## src/hw/rtl/sohpf_pkg.sv

```systemverilog
// Shared types and constants of the second-order highpass filter.
package sohpf_pkg;

    // Configuration register file
    localparam int COEF_W    = 32;
    localparam int CFG_IDX_W = 3;
    localparam int NUM_REGS  = 8;

    localparam logic [CFG_IDX_W-1:0] REG_FB11 = 3'd0;
    localparam logic [CFG_IDX_W-1:0] REG_FB12 = 3'd1;
    localparam logic [CFG_IDX_W-1:0] REG_FB21 = 3'd2;
    localparam logic [CFG_IDX_W-1:0] REG_FB22 = 3'd3;
    localparam logic [CFG_IDX_W-1:0] REG_GAIN1 = 3'd4;
    localparam logic [CFG_IDX_W-1:0] REG_GAIN2 = 3'd5;
    localparam logic [CFG_IDX_W-1:0] REG_CUTOFF = 3'd6;
    localparam logic [CFG_IDX_W-1:0] REG_PRESET = 3'd7;

    localparam logic signed [COEF_W-1:0] CFG_RST [NUM_REGS] = '{
        32'sd8379, 32'sd762, -32'sd76168, -32'sd6855,
        32'sd167688, 32'sd762, 32'sd167772160, -32'sd167772
    };

    // Input commands
    localparam int CMD_W = 2;
    localparam logic [CMD_W-1:0] CMD_FILTER = 2'd0;
    localparam logic [CMD_W-1:0] CMD_CLEAR  = 2'd1;
    localparam logic [CMD_W-1:0] CMD_PRESET = 2'd2;

    // Multiplier operand A: codes below eight pick a config register
    localparam logic [3:0] ASEL_FB11   = 4'd0;
    localparam logic [3:0] ASEL_FB12   = 4'd1;
    localparam logic [3:0] ASEL_FB21   = 4'd2;
    localparam logic [3:0] ASEL_FB22   = 4'd3;
    localparam logic [3:0] ASEL_GAIN1  = 4'd4;
    localparam logic [3:0] ASEL_GAIN2  = 4'd5;
    localparam logic [3:0] ASEL_CUTOFF = 4'd6;
    localparam logic [3:0] ASEL_PRESET = 4'd7;
    localparam logic [3:0] ASEL_W2LO   = 4'd8;
    localparam logic [3:0] ASEL_W2HI   = 4'd9;

    // Multiplier operand B
    localparam logic [2:0] BSEL_S1LO = 3'd0;
    localparam logic [2:0] BSEL_S1HI = 3'd1;
    localparam logic [2:0] BSEL_S2LO = 3'd2;
    localparam logic [2:0] BSEL_S2HI = 3'd3;
    localparam logic [2:0] BSEL_N1LO = 3'd4;
    localparam logic [2:0] BSEL_N1HI = 3'd5;
    localparam logic [2:0] BSEL_SMP  = 3'd6;
    localparam logic [2:0] BSEL_CUT  = 3'd7;

    // Product alignment into the accumulator
    localparam logic [2:0] SH_ZERO = 3'd0;
    localparam logic [2:0] SH_32   = 3'd1;
    localparam logic [2:0] SH_64   = 3'd2;
    localparam logic [2:0] SH_F    = 3'd3;
    localparam logic [2:0] SH_F1   = 3'd4;
    localparam logic [2:0] SH_F33  = 3'd5;

    // Datapath widths
    localparam int MUL_W  = 33;
    localparam int PROD_W = 66;
    localparam int ACC_W  = 128;

    // Controller to datapath command
    typedef struct packed {
        logic       cap_in;
        logic       acc_clr;
        logic       acc_load;
        logic       mul_en;
        logic [3:0] a_sel;
        logic [2:0] b_sel;
        logic [2:0] sh_sel;
        logic       neg;
        logic       to_w2;
        logic       cap_n1;
        logic       st_upd;
        logic       st_preset;
        logic       st_clr;
        logic       out_load;
    } t_dp_cmd;

endpackage

```

## src/hw/rtl/sohpf_dp.sv

```systemverilog
// Datapath: config registers, shared multiply-accumulate, states and output register.
module sohpf_dp import sohpf_pkg::*; #(
    parameter int COEF_FRAC    = 24,
    parameter int SAMPLE_WIDTH = 16,
    parameter int STATE_WIDTH  = 48
) (
    input  logic                           i_clk,
    input  logic                           i_rst_n,
    input  logic                           i_cfg_we,
    input  logic [CFG_IDX_W-1:0]           i_cfg_idx,
    input  logic [COEF_W-1:0]              i_cfg_data,
    input  t_dp_cmd                        i_dp_cmd,
    input  logic signed [SAMPLE_WIDTH-1:0] i_sample,
    output logic signed [SAMPLE_WIDTH-1:0] o_filtered,
    output logic                           o_clipped
);

    localparam logic signed [STATE_WIDTH-1:0] ST_MAX = {1'b0, {(STATE_WIDTH-1){1'b1}}};
    localparam logic signed [STATE_WIDTH-1:0] ST_MIN = {1'b1, {(STATE_WIDTH-1){1'b0}}};
    localparam logic signed [SAMPLE_WIDTH-1:0] SMP_MAX = {1'b0, {(SAMPLE_WIDTH-1){1'b1}}};
    localparam logic signed [SAMPLE_WIDTH-1:0] SMP_MIN = {1'b1, {(SAMPLE_WIDTH-1){1'b0}}};

    logic signed [COEF_W-1:0]       r_cfg [NUM_REGS];
    logic signed [SAMPLE_WIDTH-1:0] r_smp;
    logic signed [STATE_WIDTH-1:0]  r_s1;
    logic signed [STATE_WIDTH-1:0]  r_s2;
    logic signed [STATE_WIDTH-1:0]  r_n1;
    logic signed [63:0]             r_w2;
    logic signed [PROD_W-1:0]       r_prod;
    logic [2:0]                     r_p_sh;
    logic                           r_p_neg;
    logic                           r_p_w2;
    logic                           r_p_vld;
    logic signed [ACC_W-1:0]        r_acc;
    logic signed [SAMPLE_WIDTH-1:0] r_filtered;
    logic                           r_clipped;

    logic signed [63:0]             s1_x;
    logic signed [63:0]             s2_x;
    logic signed [63:0]             n1_x;
    logic signed [MUL_W-1:0]        a_op;
    logic signed [MUL_W-1:0]        b_op;
    logic signed [PROD_W-1:0]       prod;
    logic signed [ACC_W-1:0]        p_ext;
    logic signed [ACC_W-1:0]        p_sh;
    logic signed [ACC_W-1:0]        st_sh;
    logic [ACC_W-STATE_WIDTH:0]     st_hi;
    logic                           st_fit;
    logic signed [STATE_WIDTH-1:0]  st_sat;
    logic signed [ACC_W-1:0]        out_sh;
    logic [ACC_W-SAMPLE_WIDTH:0]    out_hi;
    logic                           out_fit;
    logic signed [SAMPLE_WIDTH-1:0] out_sat;

    // Config register writes
    always_ff @(posedge i_clk) begin
        if (!i_rst_n) begin
            for (int k = 0; k < NUM_REGS; k++) begin
                r_cfg[k] <= CFG_RST[k];
            end
        end else if (i_cfg_we) begin
            r_cfg[i_cfg_idx] <= i_cfg_data;
        end
    end

    // Split states into 32-bit halves
    assign s1_x = 64'(r_s1);
    assign s2_x = 64'(r_s2);
    assign n1_x = 64'(r_n1);

    // Select operand A
    always_comb begin
        case (i_dp_cmd.a_sel)
            ASEL_W2LO: a_op = {1'b0, r_w2[31:0]};
            ASEL_W2HI: a_op = MUL_W'($signed(r_w2[63:32]));
            default:   a_op = MUL_W'(r_cfg[i_dp_cmd.a_sel[CFG_IDX_W-1:0]]);
        endcase
    end

    // Select operand B
    always_comb begin
        case (i_dp_cmd.b_sel)
            BSEL_S1LO: b_op = {1'b0, s1_x[31:0]};
            BSEL_S1HI: b_op = MUL_W'($signed(s1_x[63:32]));
            BSEL_S2LO: b_op = {1'b0, s2_x[31:0]};
            BSEL_S2HI: b_op = MUL_W'($signed(s2_x[63:32]));
            BSEL_N1LO: b_op = {1'b0, n1_x[31:0]};
            BSEL_N1HI: b_op = MUL_W'($signed(n1_x[63:32]));
            BSEL_SMP:  b_op = MUL_W'(r_smp);
            default:   b_op = MUL_W'(r_cfg[REG_CUTOFF]);
        endcase
    end

    assign prod = a_op * b_op;

    // Register the product with its alignment
    always_ff @(posedge i_clk) begin
        if (!i_rst_n) begin
            r_p_vld <= 1'b0;
        end else begin
            r_p_vld <= i_dp_cmd.mul_en;
        end
    end

    always_ff @(posedge i_clk) begin
        r_prod  <= prod;
        r_p_sh  <= i_dp_cmd.sh_sel;
        r_p_neg <= i_dp_cmd.neg;
        r_p_w2  <= i_dp_cmd.to_w2;
    end

    // Align the registered product
    assign p_ext = ACC_W'(r_prod);

    always_comb begin
        case (r_p_sh)
            SH_32:   p_sh = p_ext <<< 32;
            SH_64:   p_sh = p_ext <<< 64;
            SH_F:    p_sh = p_ext <<< COEF_FRAC;
            SH_F1:   p_sh = p_ext <<< (COEF_FRAC + 1);
            SH_F33:  p_sh = p_ext <<< (COEF_FRAC + 33);
            default: p_sh = p_ext;
        endcase
    end

    // Accumulate
    always_ff @(posedge i_clk) begin
        if (i_dp_cmd.acc_clr) begin
            r_acc <= '0;
        end else if (i_dp_cmd.acc_load) begin
            r_acc <= ACC_W'(r_smp) <<< (3 * COEF_FRAC);
        end else if (r_p_vld && !r_p_w2) begin
            r_acc <= r_p_neg ? (r_acc - p_sh) : (r_acc + p_sh);
        end
    end

    // Capture cutoff squared
    always_ff @(posedge i_clk) begin
        if (r_p_vld && r_p_w2) begin
            r_w2 <= r_prod[63:0];
        end
    end

    // Scale and saturate a new state value
    assign st_sh  = r_acc >>> COEF_FRAC;
    assign st_hi  = st_sh[ACC_W-1:STATE_WIDTH-1];
    assign st_fit = (&st_hi) | ~(|st_hi);
    assign st_sat = st_fit ? st_sh[STATE_WIDTH-1:0] : (r_acc[ACC_W-1] ? ST_MIN : ST_MAX);

    // Scale and saturate the output sample
    assign out_sh  = r_acc >>> (3 * COEF_FRAC);
    assign out_hi  = out_sh[ACC_W-1:SAMPLE_WIDTH-1];
    assign out_fit = (&out_hi) | ~(|out_hi);
    assign out_sat = out_fit ? out_sh[SAMPLE_WIDTH-1:0] : (r_acc[ACC_W-1] ? SMP_MIN : SMP_MAX);

    // Hold the sample of the current beat and capture new state one
    always_ff @(posedge i_clk) begin
        if (i_dp_cmd.cap_in) begin
            r_smp <= i_sample;
        end
        if (i_dp_cmd.cap_n1) begin
            r_n1 <= st_sat;
        end
    end

    // Update filter states
    always_ff @(posedge i_clk) begin
        if (!i_rst_n) begin
            r_s1 <= '0;
            r_s2 <= '0;
        end else if (i_dp_cmd.st_clr) begin
            r_s1 <= '0;
            r_s2 <= '0;
        end else if (i_dp_cmd.st_preset) begin
            r_s1 <= st_sat;
            r_s2 <= '0;
        end else if (i_dp_cmd.st_upd) begin
            r_s1 <= r_n1;
            r_s2 <= st_sat;
        end
    end

    // Load the output register
    always_ff @(posedge i_clk) begin
        if (i_dp_cmd.out_load) begin
            r_filtered <= out_sat;
            r_clipped  <= ~out_fit;
        end
    end

    assign o_filtered = r_filtered;
    assign o_clipped  = r_clipped;

endmodule

```

## src/hw/rtl/sohpf_ctrl.sv

```systemverilog
// Controller: handshakes and the multiply-accumulate sequence for each command.
module sohpf_ctrl import sohpf_pkg::*; (
    input  logic             i_clk,
    input  logic             i_rst_n,
    input  logic             i_valid,
    output logic             o_ready,
    input  logic [CMD_W-1:0] i_cmd,
    output logic             o_valid,
    input  logic             i_ready,
    output t_dp_cmd          o_dp_cmd
);

    localparam logic [1:0] ST_IDLE = 2'd0;
    localparam logic [1:0] ST_FILT = 2'd1;
    localparam logic [1:0] ST_PRE  = 2'd2;

    localparam logic [4:0] FILT_LAST = 5'd19;
    localparam logic [4:0] PRE_LAST  = 5'd2;

    logic [1:0] r_state;
    logic [1:0] n_state;
    logic [4:0] r_step;
    logic [4:0] n_step;
    logic       r_out_vld;
    logic       n_out_vld;
    t_dp_cmd    filt_cmd;
    t_dp_cmd    pre_cmd;
    t_dp_cmd    dp_cmd;

    function automatic t_dp_cmd mul_op(input logic [3:0] a, input logic [2:0] b,
                                       input logic [2:0] sh, input logic neg);
        t_dp_cmd c;
        c        = '0;
        c.mul_en = 1'b1;
        c.a_sel  = a;
        c.b_sel  = b;
        c.sh_sel = sh;
        c.neg    = neg;
        return c;
    endfunction

    // Filter sequence: new state one, cutoff squared, new state two, then the output sum
    always_comb begin
        filt_cmd = '0;
        unique case (r_step)
            5'd0: begin
                filt_cmd         = mul_op(ASEL_FB11, BSEL_S1LO, SH_ZERO, 1'b0);
                filt_cmd.acc_clr = 1'b1;
            end
            5'd1: filt_cmd = mul_op(ASEL_FB11, BSEL_S1HI, SH_32, 1'b0);
            5'd2: filt_cmd = mul_op(ASEL_FB12, BSEL_S2LO, SH_ZERO, 1'b0);
            5'd3: filt_cmd = mul_op(ASEL_FB12, BSEL_S2HI, SH_32, 1'b0);
            5'd4: filt_cmd = mul_op(ASEL_GAIN1, BSEL_SMP, SH_F, 1'b0);
            5'd5: begin
                filt_cmd       = mul_op(ASEL_CUTOFF, BSEL_CUT, SH_ZERO, 1'b0);
                filt_cmd.to_w2 = 1'b1;
            end
            5'd6: begin
                filt_cmd         = mul_op(ASEL_FB21, BSEL_S1LO, SH_ZERO, 1'b0);
                filt_cmd.acc_clr = 1'b1;
                filt_cmd.cap_n1  = 1'b1;
            end
            5'd7:  filt_cmd = mul_op(ASEL_FB21, BSEL_S1HI, SH_32, 1'b0);
            5'd8:  filt_cmd = mul_op(ASEL_FB22, BSEL_S2LO, SH_ZERO, 1'b0);
            5'd9:  filt_cmd = mul_op(ASEL_FB22, BSEL_S2HI, SH_32, 1'b0);
            5'd10: filt_cmd = mul_op(ASEL_GAIN2, BSEL_SMP, SH_F, 1'b0);
            5'd12: begin
                filt_cmd          = mul_op(ASEL_W2LO, BSEL_N1LO, SH_ZERO, 1'b1);
                filt_cmd.st_upd   = 1'b1;
                filt_cmd.acc_load = 1'b1;
            end
            5'd13: filt_cmd = mul_op(ASEL_W2LO, BSEL_N1HI, SH_32, 1'b1);
            5'd14: filt_cmd = mul_op(ASEL_W2HI, BSEL_N1LO, SH_32, 1'b1);
            5'd15: filt_cmd = mul_op(ASEL_W2HI, BSEL_N1HI, SH_64, 1'b1);
            5'd16: filt_cmd = mul_op(ASEL_CUTOFF, BSEL_S2LO, SH_F1, 1'b1);
            5'd17: filt_cmd = mul_op(ASEL_CUTOFF, BSEL_S2HI, SH_F33, 1'b1);
            default: filt_cmd = '0;
        endcase
    end

    // Preset sequence: sample times preset gain into state one, state two cleared
    always_comb begin
        pre_cmd = '0;
        unique case (r_step)
            5'd0: begin
                pre_cmd         = mul_op(ASEL_PRESET, BSEL_SMP, SH_F, 1'b0);
                pre_cmd.acc_clr = 1'b1;
            end
            PRE_LAST: pre_cmd.st_preset = 1'b1;
            default:  pre_cmd = '0;
        endcase
    end

    // Next state
    always_comb begin
        dp_cmd    = '0;
        n_state   = r_state;
        n_step    = r_step;
        n_out_vld = r_out_vld & ~i_ready;
        unique case (r_state)
            ST_IDLE: begin
                if (i_valid) begin
                    dp_cmd.cap_in = 1'b1;
                    n_step        = '0;
                    unique case (i_cmd)
                        CMD_FILTER: n_state = ST_FILT;
                        CMD_PRESET: n_state = ST_PRE;
                        CMD_CLEAR:  dp_cmd.st_clr = 1'b1;
                        default:    n_state = ST_IDLE;
                    endcase
                end
            end
            ST_FILT: begin
                dp_cmd = filt_cmd;
                if (r_step == FILT_LAST) begin
                    // hold the result until the output slot frees up
                    if (!r_out_vld || i_ready) begin
                        dp_cmd.out_load = 1'b1;
                        n_out_vld       = 1'b1;
                        n_state         = ST_IDLE;
                    end
                end else begin
                    n_step = r_step + 5'd1;
                end
            end
            ST_PRE: begin
                dp_cmd = pre_cmd;
                if (r_step == PRE_LAST) begin
                    n_state = ST_IDLE;
                end else begin
                    n_step = r_step + 5'd1;
                end
            end
            default: n_state = ST_IDLE;
        endcase
    end

    always_ff @(posedge i_clk) begin
        if (!i_rst_n) begin
            r_state   <= ST_IDLE;
            r_step    <= '0;
            r_out_vld <= 1'b0;
        end else begin
            r_state   <= n_state;
            r_step    <= n_step;
            r_out_vld <= n_out_vld;
        end
    end

    assign o_ready  = (r_state == ST_IDLE);
    assign o_valid  = r_out_vld;
    assign o_dp_cmd = dp_cmd;

endmodule

```

## src/hw/rtl/second_order_highpass_filter.sv

```systemverilog
// Top level of the second-order state-space highpass filter.
//
// Input channel (i_valid/o_ready) carries one beat of i_cmd and i_sample.
// Filter beats produce one result beat on the output channel
// (o_valid/i_ready) with o_filtered and o_clipped; clear, preset and the
// unused command produce none.
// A filter or preset beat keeps o_ready low until its sequence ends; clear and
// the unused command leave the block idle. Filter work runs through the
// single shared 33x33 multiplier: 17 partial products plus pipeline drain.
// The output register parts the two channels: new beats are taken while a
// result waits. If a result is still waiting when the next one is done, the
// block holds in its last step until the receiver takes the old one.
// Configuration writes (i_cfg_we, i_cfg_idx, i_cfg_data) go straight into the
// config registers and are meant to be made only while the block is idle.
// Synchronous reset zeroes both states, drops any pending result and
// restores the default coefficients.
module second_order_highpass_filter import sohpf_pkg::*; #(
    parameter int COEF_FRAC    = 24,
    parameter int SAMPLE_WIDTH = 16,
    parameter int STATE_WIDTH  = 48
) (
    input  logic                           i_clk,
    input  logic                           i_rst_n,
    input  logic                           i_valid,
    output logic                           o_ready,
    input  logic [CMD_W-1:0]               i_cmd,
    input  logic signed [SAMPLE_WIDTH-1:0] i_sample,
    output logic                           o_valid,
    input  logic                           i_ready,
    output logic signed [SAMPLE_WIDTH-1:0] o_filtered,
    output logic                           o_clipped,
    input  logic                           i_cfg_we,
    input  logic [CFG_IDX_W-1:0]           i_cfg_idx,
    input  logic [COEF_W-1:0]              i_cfg_data
);

    t_dp_cmd dp_cmd;

    // Sequence the work
    sohpf_ctrl u_ctrl (
        .i_clk    (i_clk),
        .i_rst_n  (i_rst_n),
        .i_valid  (i_valid),
        .o_ready  (o_ready),
        .i_cmd    (i_cmd),
        .o_valid  (o_valid),
        .i_ready  (i_ready),
        .o_dp_cmd (dp_cmd)
    );

    // Do the arithmetic
    sohpf_dp #(
        .COEF_FRAC    (COEF_FRAC),
        .SAMPLE_WIDTH (SAMPLE_WIDTH),
        .STATE_WIDTH  (STATE_WIDTH)
    ) u_dp (
        .i_clk      (i_clk),
        .i_rst_n    (i_rst_n),
        .i_cfg_we   (i_cfg_we),
        .i_cfg_idx  (i_cfg_idx),
        .i_cfg_data (i_cfg_data),
        .i_dp_cmd   (dp_cmd),
        .i_sample   (i_sample),
        .o_filtered (o_filtered),
        .o_clipped  (o_clipped)
    );

endmodule

```

## config.mk

```make
export PLATFORM = sky130hd
export DESIGN_NAME = second_order_highpass_filter
export DESIGN_NICKNAME = d
export VERILOG_FILES = /design/src/hw/rtl/sohpf_pkg.sv /design/src/hw/rtl/sohpf_dp.sv /design/src/hw/rtl/sohpf_ctrl.sv /design/src/hw/rtl/second_order_highpass_filter.sv
export SDC_FILE = /design/constraint.sdc
export NUM_CORES = 2
export LEC_CHECK = 0
export BUFFER_PORTS_ARGS = -buffer_cell sky130_fd_sc_hd__buf_2
export CORE_MARGIN = 5
export CORE_UTILIZATION = 60
export DETAILED_ROUTE_END_ITERATION = 10
export PLACE_DENSITY = 0.8
export REMOVE_ABC_BUFFERS = 1
export SLEW_MARGIN = 15
export SYNTH_ARGS = -nofsm -noshare
export SYNTH_HDL_FRONTEND = slang
export SYNTH_SLANG_ARGS = --single-unit
```

## constraint.sdc

```tcl
create_clock -name i_clk -period 18.7 [get_ports i_clk]
set_input_delay 2.805 -clock i_clk [delete_from_list [all_inputs] [get_ports i_clk]]
set_output_delay 2.805 -clock i_clk [all_outputs]
set_load 0.01 [all_outputs]
```

==> impl_metrics.tcl <==
set metrics [dict create \
    setup-tns-final_ns 0 \
    syn_to_final_growth_pct 6.27 \
    hold_path.class "reg2reg" \
    placed_area_mm2 0.0841 \
    dieArea_mm2 0.144 \
    fp.dieW_um 379 \
    regToRegSetupSlack_ns 5.01 \
    synth_flop_cell "edfxtp_1" \
    grt_max_degree 98 \
    grt_pass1_wl_um 454000 \
    clk_path_buf_depth 3 \
    drc 0 \
    core_area_mm2 0.135 \
    critPathSlowestCell "a211oi_1" \
    cp.buffers_inverters 9 \
    synthArstFlopShare_pct 0 \
    stdcell_area_mm2 0.0869 \
    cts_tree "built" \
    start_util_pct 60.4 \
    crit_family "adder cells" \
    place_ws_ns 5.40 \
    critical_path_class "reg2reg" \
    synth-seq-cells 721 \
    netlist.area_leader.share_pct 28.0 \
    power_density_mw_per_mm2 75.2 \
    drt_first_pass_iters 10 \
    grt_use_met3_pct 16.7 \
    busiest_layer "met2" \
    ios 77 \
    gr-usage-met1_pct 55.0 \
    critPathRequiredTime_ns 19.35 \
    whs_ns 0.435 \
    clk_latency_ns 0.73 \
    worstSetupEndpointType "register" \
    clk_pin_slew_worst_paths_ns 0.07 \
    fin_crit_ns 13.69 \
    fillerInstances 11217 \
    root_buffer "clkbuf_16" \
    gp_congestion 1.04 \
    gr-total-overflow 0 \
    synth_commonest_cells "inv_1 (1,293), fa_1 (1,146), nand2_1 (1,118), nor2_1 (774), a21oi_1 (532)" \
    wl_um 307000 \
    leakagePower_uw 0.0380 \
    drtAntennaViolNets 0 \
    synthTopCellsByArea "fa_1 (28%), edfxtp_1 (15%), dfxtp_1 (7.8%)" \
    grt_setup_unrepaired "no" \
    syn_avg_cell_area_um2 8.88 \
    num_vias 71950 \
    slowest_delay_ns 1.02 \
    drv_slew 0 \
    synth_edf_count 401 \
    status "completed" \
    htree_levels 3 \
    wl_per_cell_um 28.3 \
    yosysMostFrequentCell "inv_1" \
    die_y_um 379 \
    ir_drop_mv 0.0809 \
    synth.yosys.warnings 0 \
    drt-initial-drc-count 10199 \
    hold_viol 0 \
    grt_pass1_vias 71769 \
    cts_resized 0 \
    met2_usage_pct 61.7 \
    drive_gt1_share_pct 5.78 \
    antenna_found_initial 28 \
    fin_util_pct 64.2 \
    finClkSkew_ns 0.0510 \
    rows 135 \
    cts.sinks 721 \
    cp.arrival_ns 14.35 \
    slew_headroom_pct 8.73 \
    synth_cells 9208 \
    synthesis.area_mm2 0.0818 \
    portBuffers 76 \
    cpMostUsedCell "fa_1" \
    min_period_over_period_pct 73.2 \
    worst_slew_pin_slew_ns 1.35 \
    drv_cap 0 \
    setup_slack_ns 5.01 \
    hold_buffers 0 \
    max_freq_mhz 73.0 \
    netlist-cell-type-count 97 \
    cp_max_fo 64 \
    finalSetupViolCount 0 \
    dp.final_hpwl_um 227000 \
    postCtsSetupRepairBufs 0 \
    grtUsageTotal_pct 42.5 \
    cts-buffers-inserted 80 \
    crit_path_start_kind "register" \
    viasPerCell 6.63 \
    yosysTopAreaCell "fa_1" \
    nets 10547 \
    ys_seq_area_share_pct 22.6 \
]
worst register-to-register path, delay by kind of cell (launching register included):
kind	cells	cell delay [ns]
buf+inv	9	2.26
xor+xnor	1	0.14
flops	1	0.36
compound gates	8	3.05
fa+ha+maj	10	4.93
simple gates	9	2.91
cell families (layout without fill, tap and decap cells):
| kind of cell | count (synthesis) | in the layout | synth area share, % |
|---|---|---|---|
| buf+inv | 1879 | 1723 | 8.80 |
| simple gates | 2842 | 2842 | 15.9 |
| compound gates | 1926 | 1926 | 15.5 |
| other cells | 0 | 26 | 0 |
| xor+xnor | 303 | 303 | 3.24 |
| flops | 721 | 721 | 22.6 |
| fa+ha+maj | 1506 | 1506 | 33.5 |
| mux | 31 | 31 | 0.381 |
placed cells by master (no fill, tap or decap), drive strengths merged, types with 34 or more instances in the layout:
cell	count
buf	274
a21oi	533
nor2	774
fa	1146
xnor2	168
edfxtp	401
clkbuf	102
a22oi	58
o22ai	80
a21o	124
a311oi	34
inv	1303
o21a	50
and2	239
ha	359
nand2	1118
nand3	96
o21ai	316
nor3	86
a31oi	106
nand4	101
nand2b	108
nor2b	96
or3	84
o221ai	59
a211oi	179
a222oi	42
xor2	135
o211ai	61
nor4	34
o21bai	36
dfxtp	320
per-stage QoR:
stage / instances / power (µW)
after floorplan: 8627 / 3840
after global placement: 10681 / 4710
after detailed placement: 10681 / 4740
after CTS: 10831 / 6430
after global routing: 10834 / 6790
final: 10859 / 6530
layout make-up:
class | count | area [µm²] | area share [%]
well taps | 1781 | 2230 | 2.56
flip-flops and latches | 721 | 18500 | 21.2
inverters | 1298 | 4870 | 5.60
clock inverters | 49 | 626 | 0.720
repair buffers | 275 | 1870 | 2.16
clock buffers | 101 | 2130 | 2.45
multi-input cells | 6608 | 56700 | 65.2
diodes | 26 | 65.1 | 0.0748
per-layer routing:
| layer | vias up | part of all wire (%) |
|---|---|---|
| li1 | 30175 | - |
| met1 | 35273 | 36 |
| met2 | 5177 | 42 |
| met3 | 1307 | 15 |
| met4 | 18 | 6.8 |
| met5 | - | 0.039 |
power by group:
part,internal [µW],switching (µW)
logic,929,1890
clock network,951,746
registers,1830,187
registers in the layout (all words and copies together) (netlist names), 2 cells and up:
signal and count:
u_dp.o_filtered 16, u_dp.r_s1 48, u_dp.r_cfg 256, u_dp.r_s2 48, u_dp.r_smp 16, u_ctrl.r_step 5, u_dp.r_acc 128, u_dp.r_prod 66
u_ctrl.r_state 2, u_dp.r_w2 64, u_dp.r_n1 48, u_dp.r_p_sh 3, u_ctrl.filt_cmd 16
path summary, 6_finish.rpt:
path	startpoint	endpoint	cells past startpoint
worst min-delay path	u_ctrl.filt_cmd[7]	u_dp.r_p_sh[0]	1
worst min register to register	u_ctrl.filt_cmd[7]	u_dp.r_p_sh[0]	1
worst max register to register	u_ctrl.r_state[0]	u_dp.r_prod[64]	37
worst max-delay path	u_ctrl.r_state[0]	u_dp.r_prod[64]	37
No activity file was read; power rests on OpenSTA's default activity.
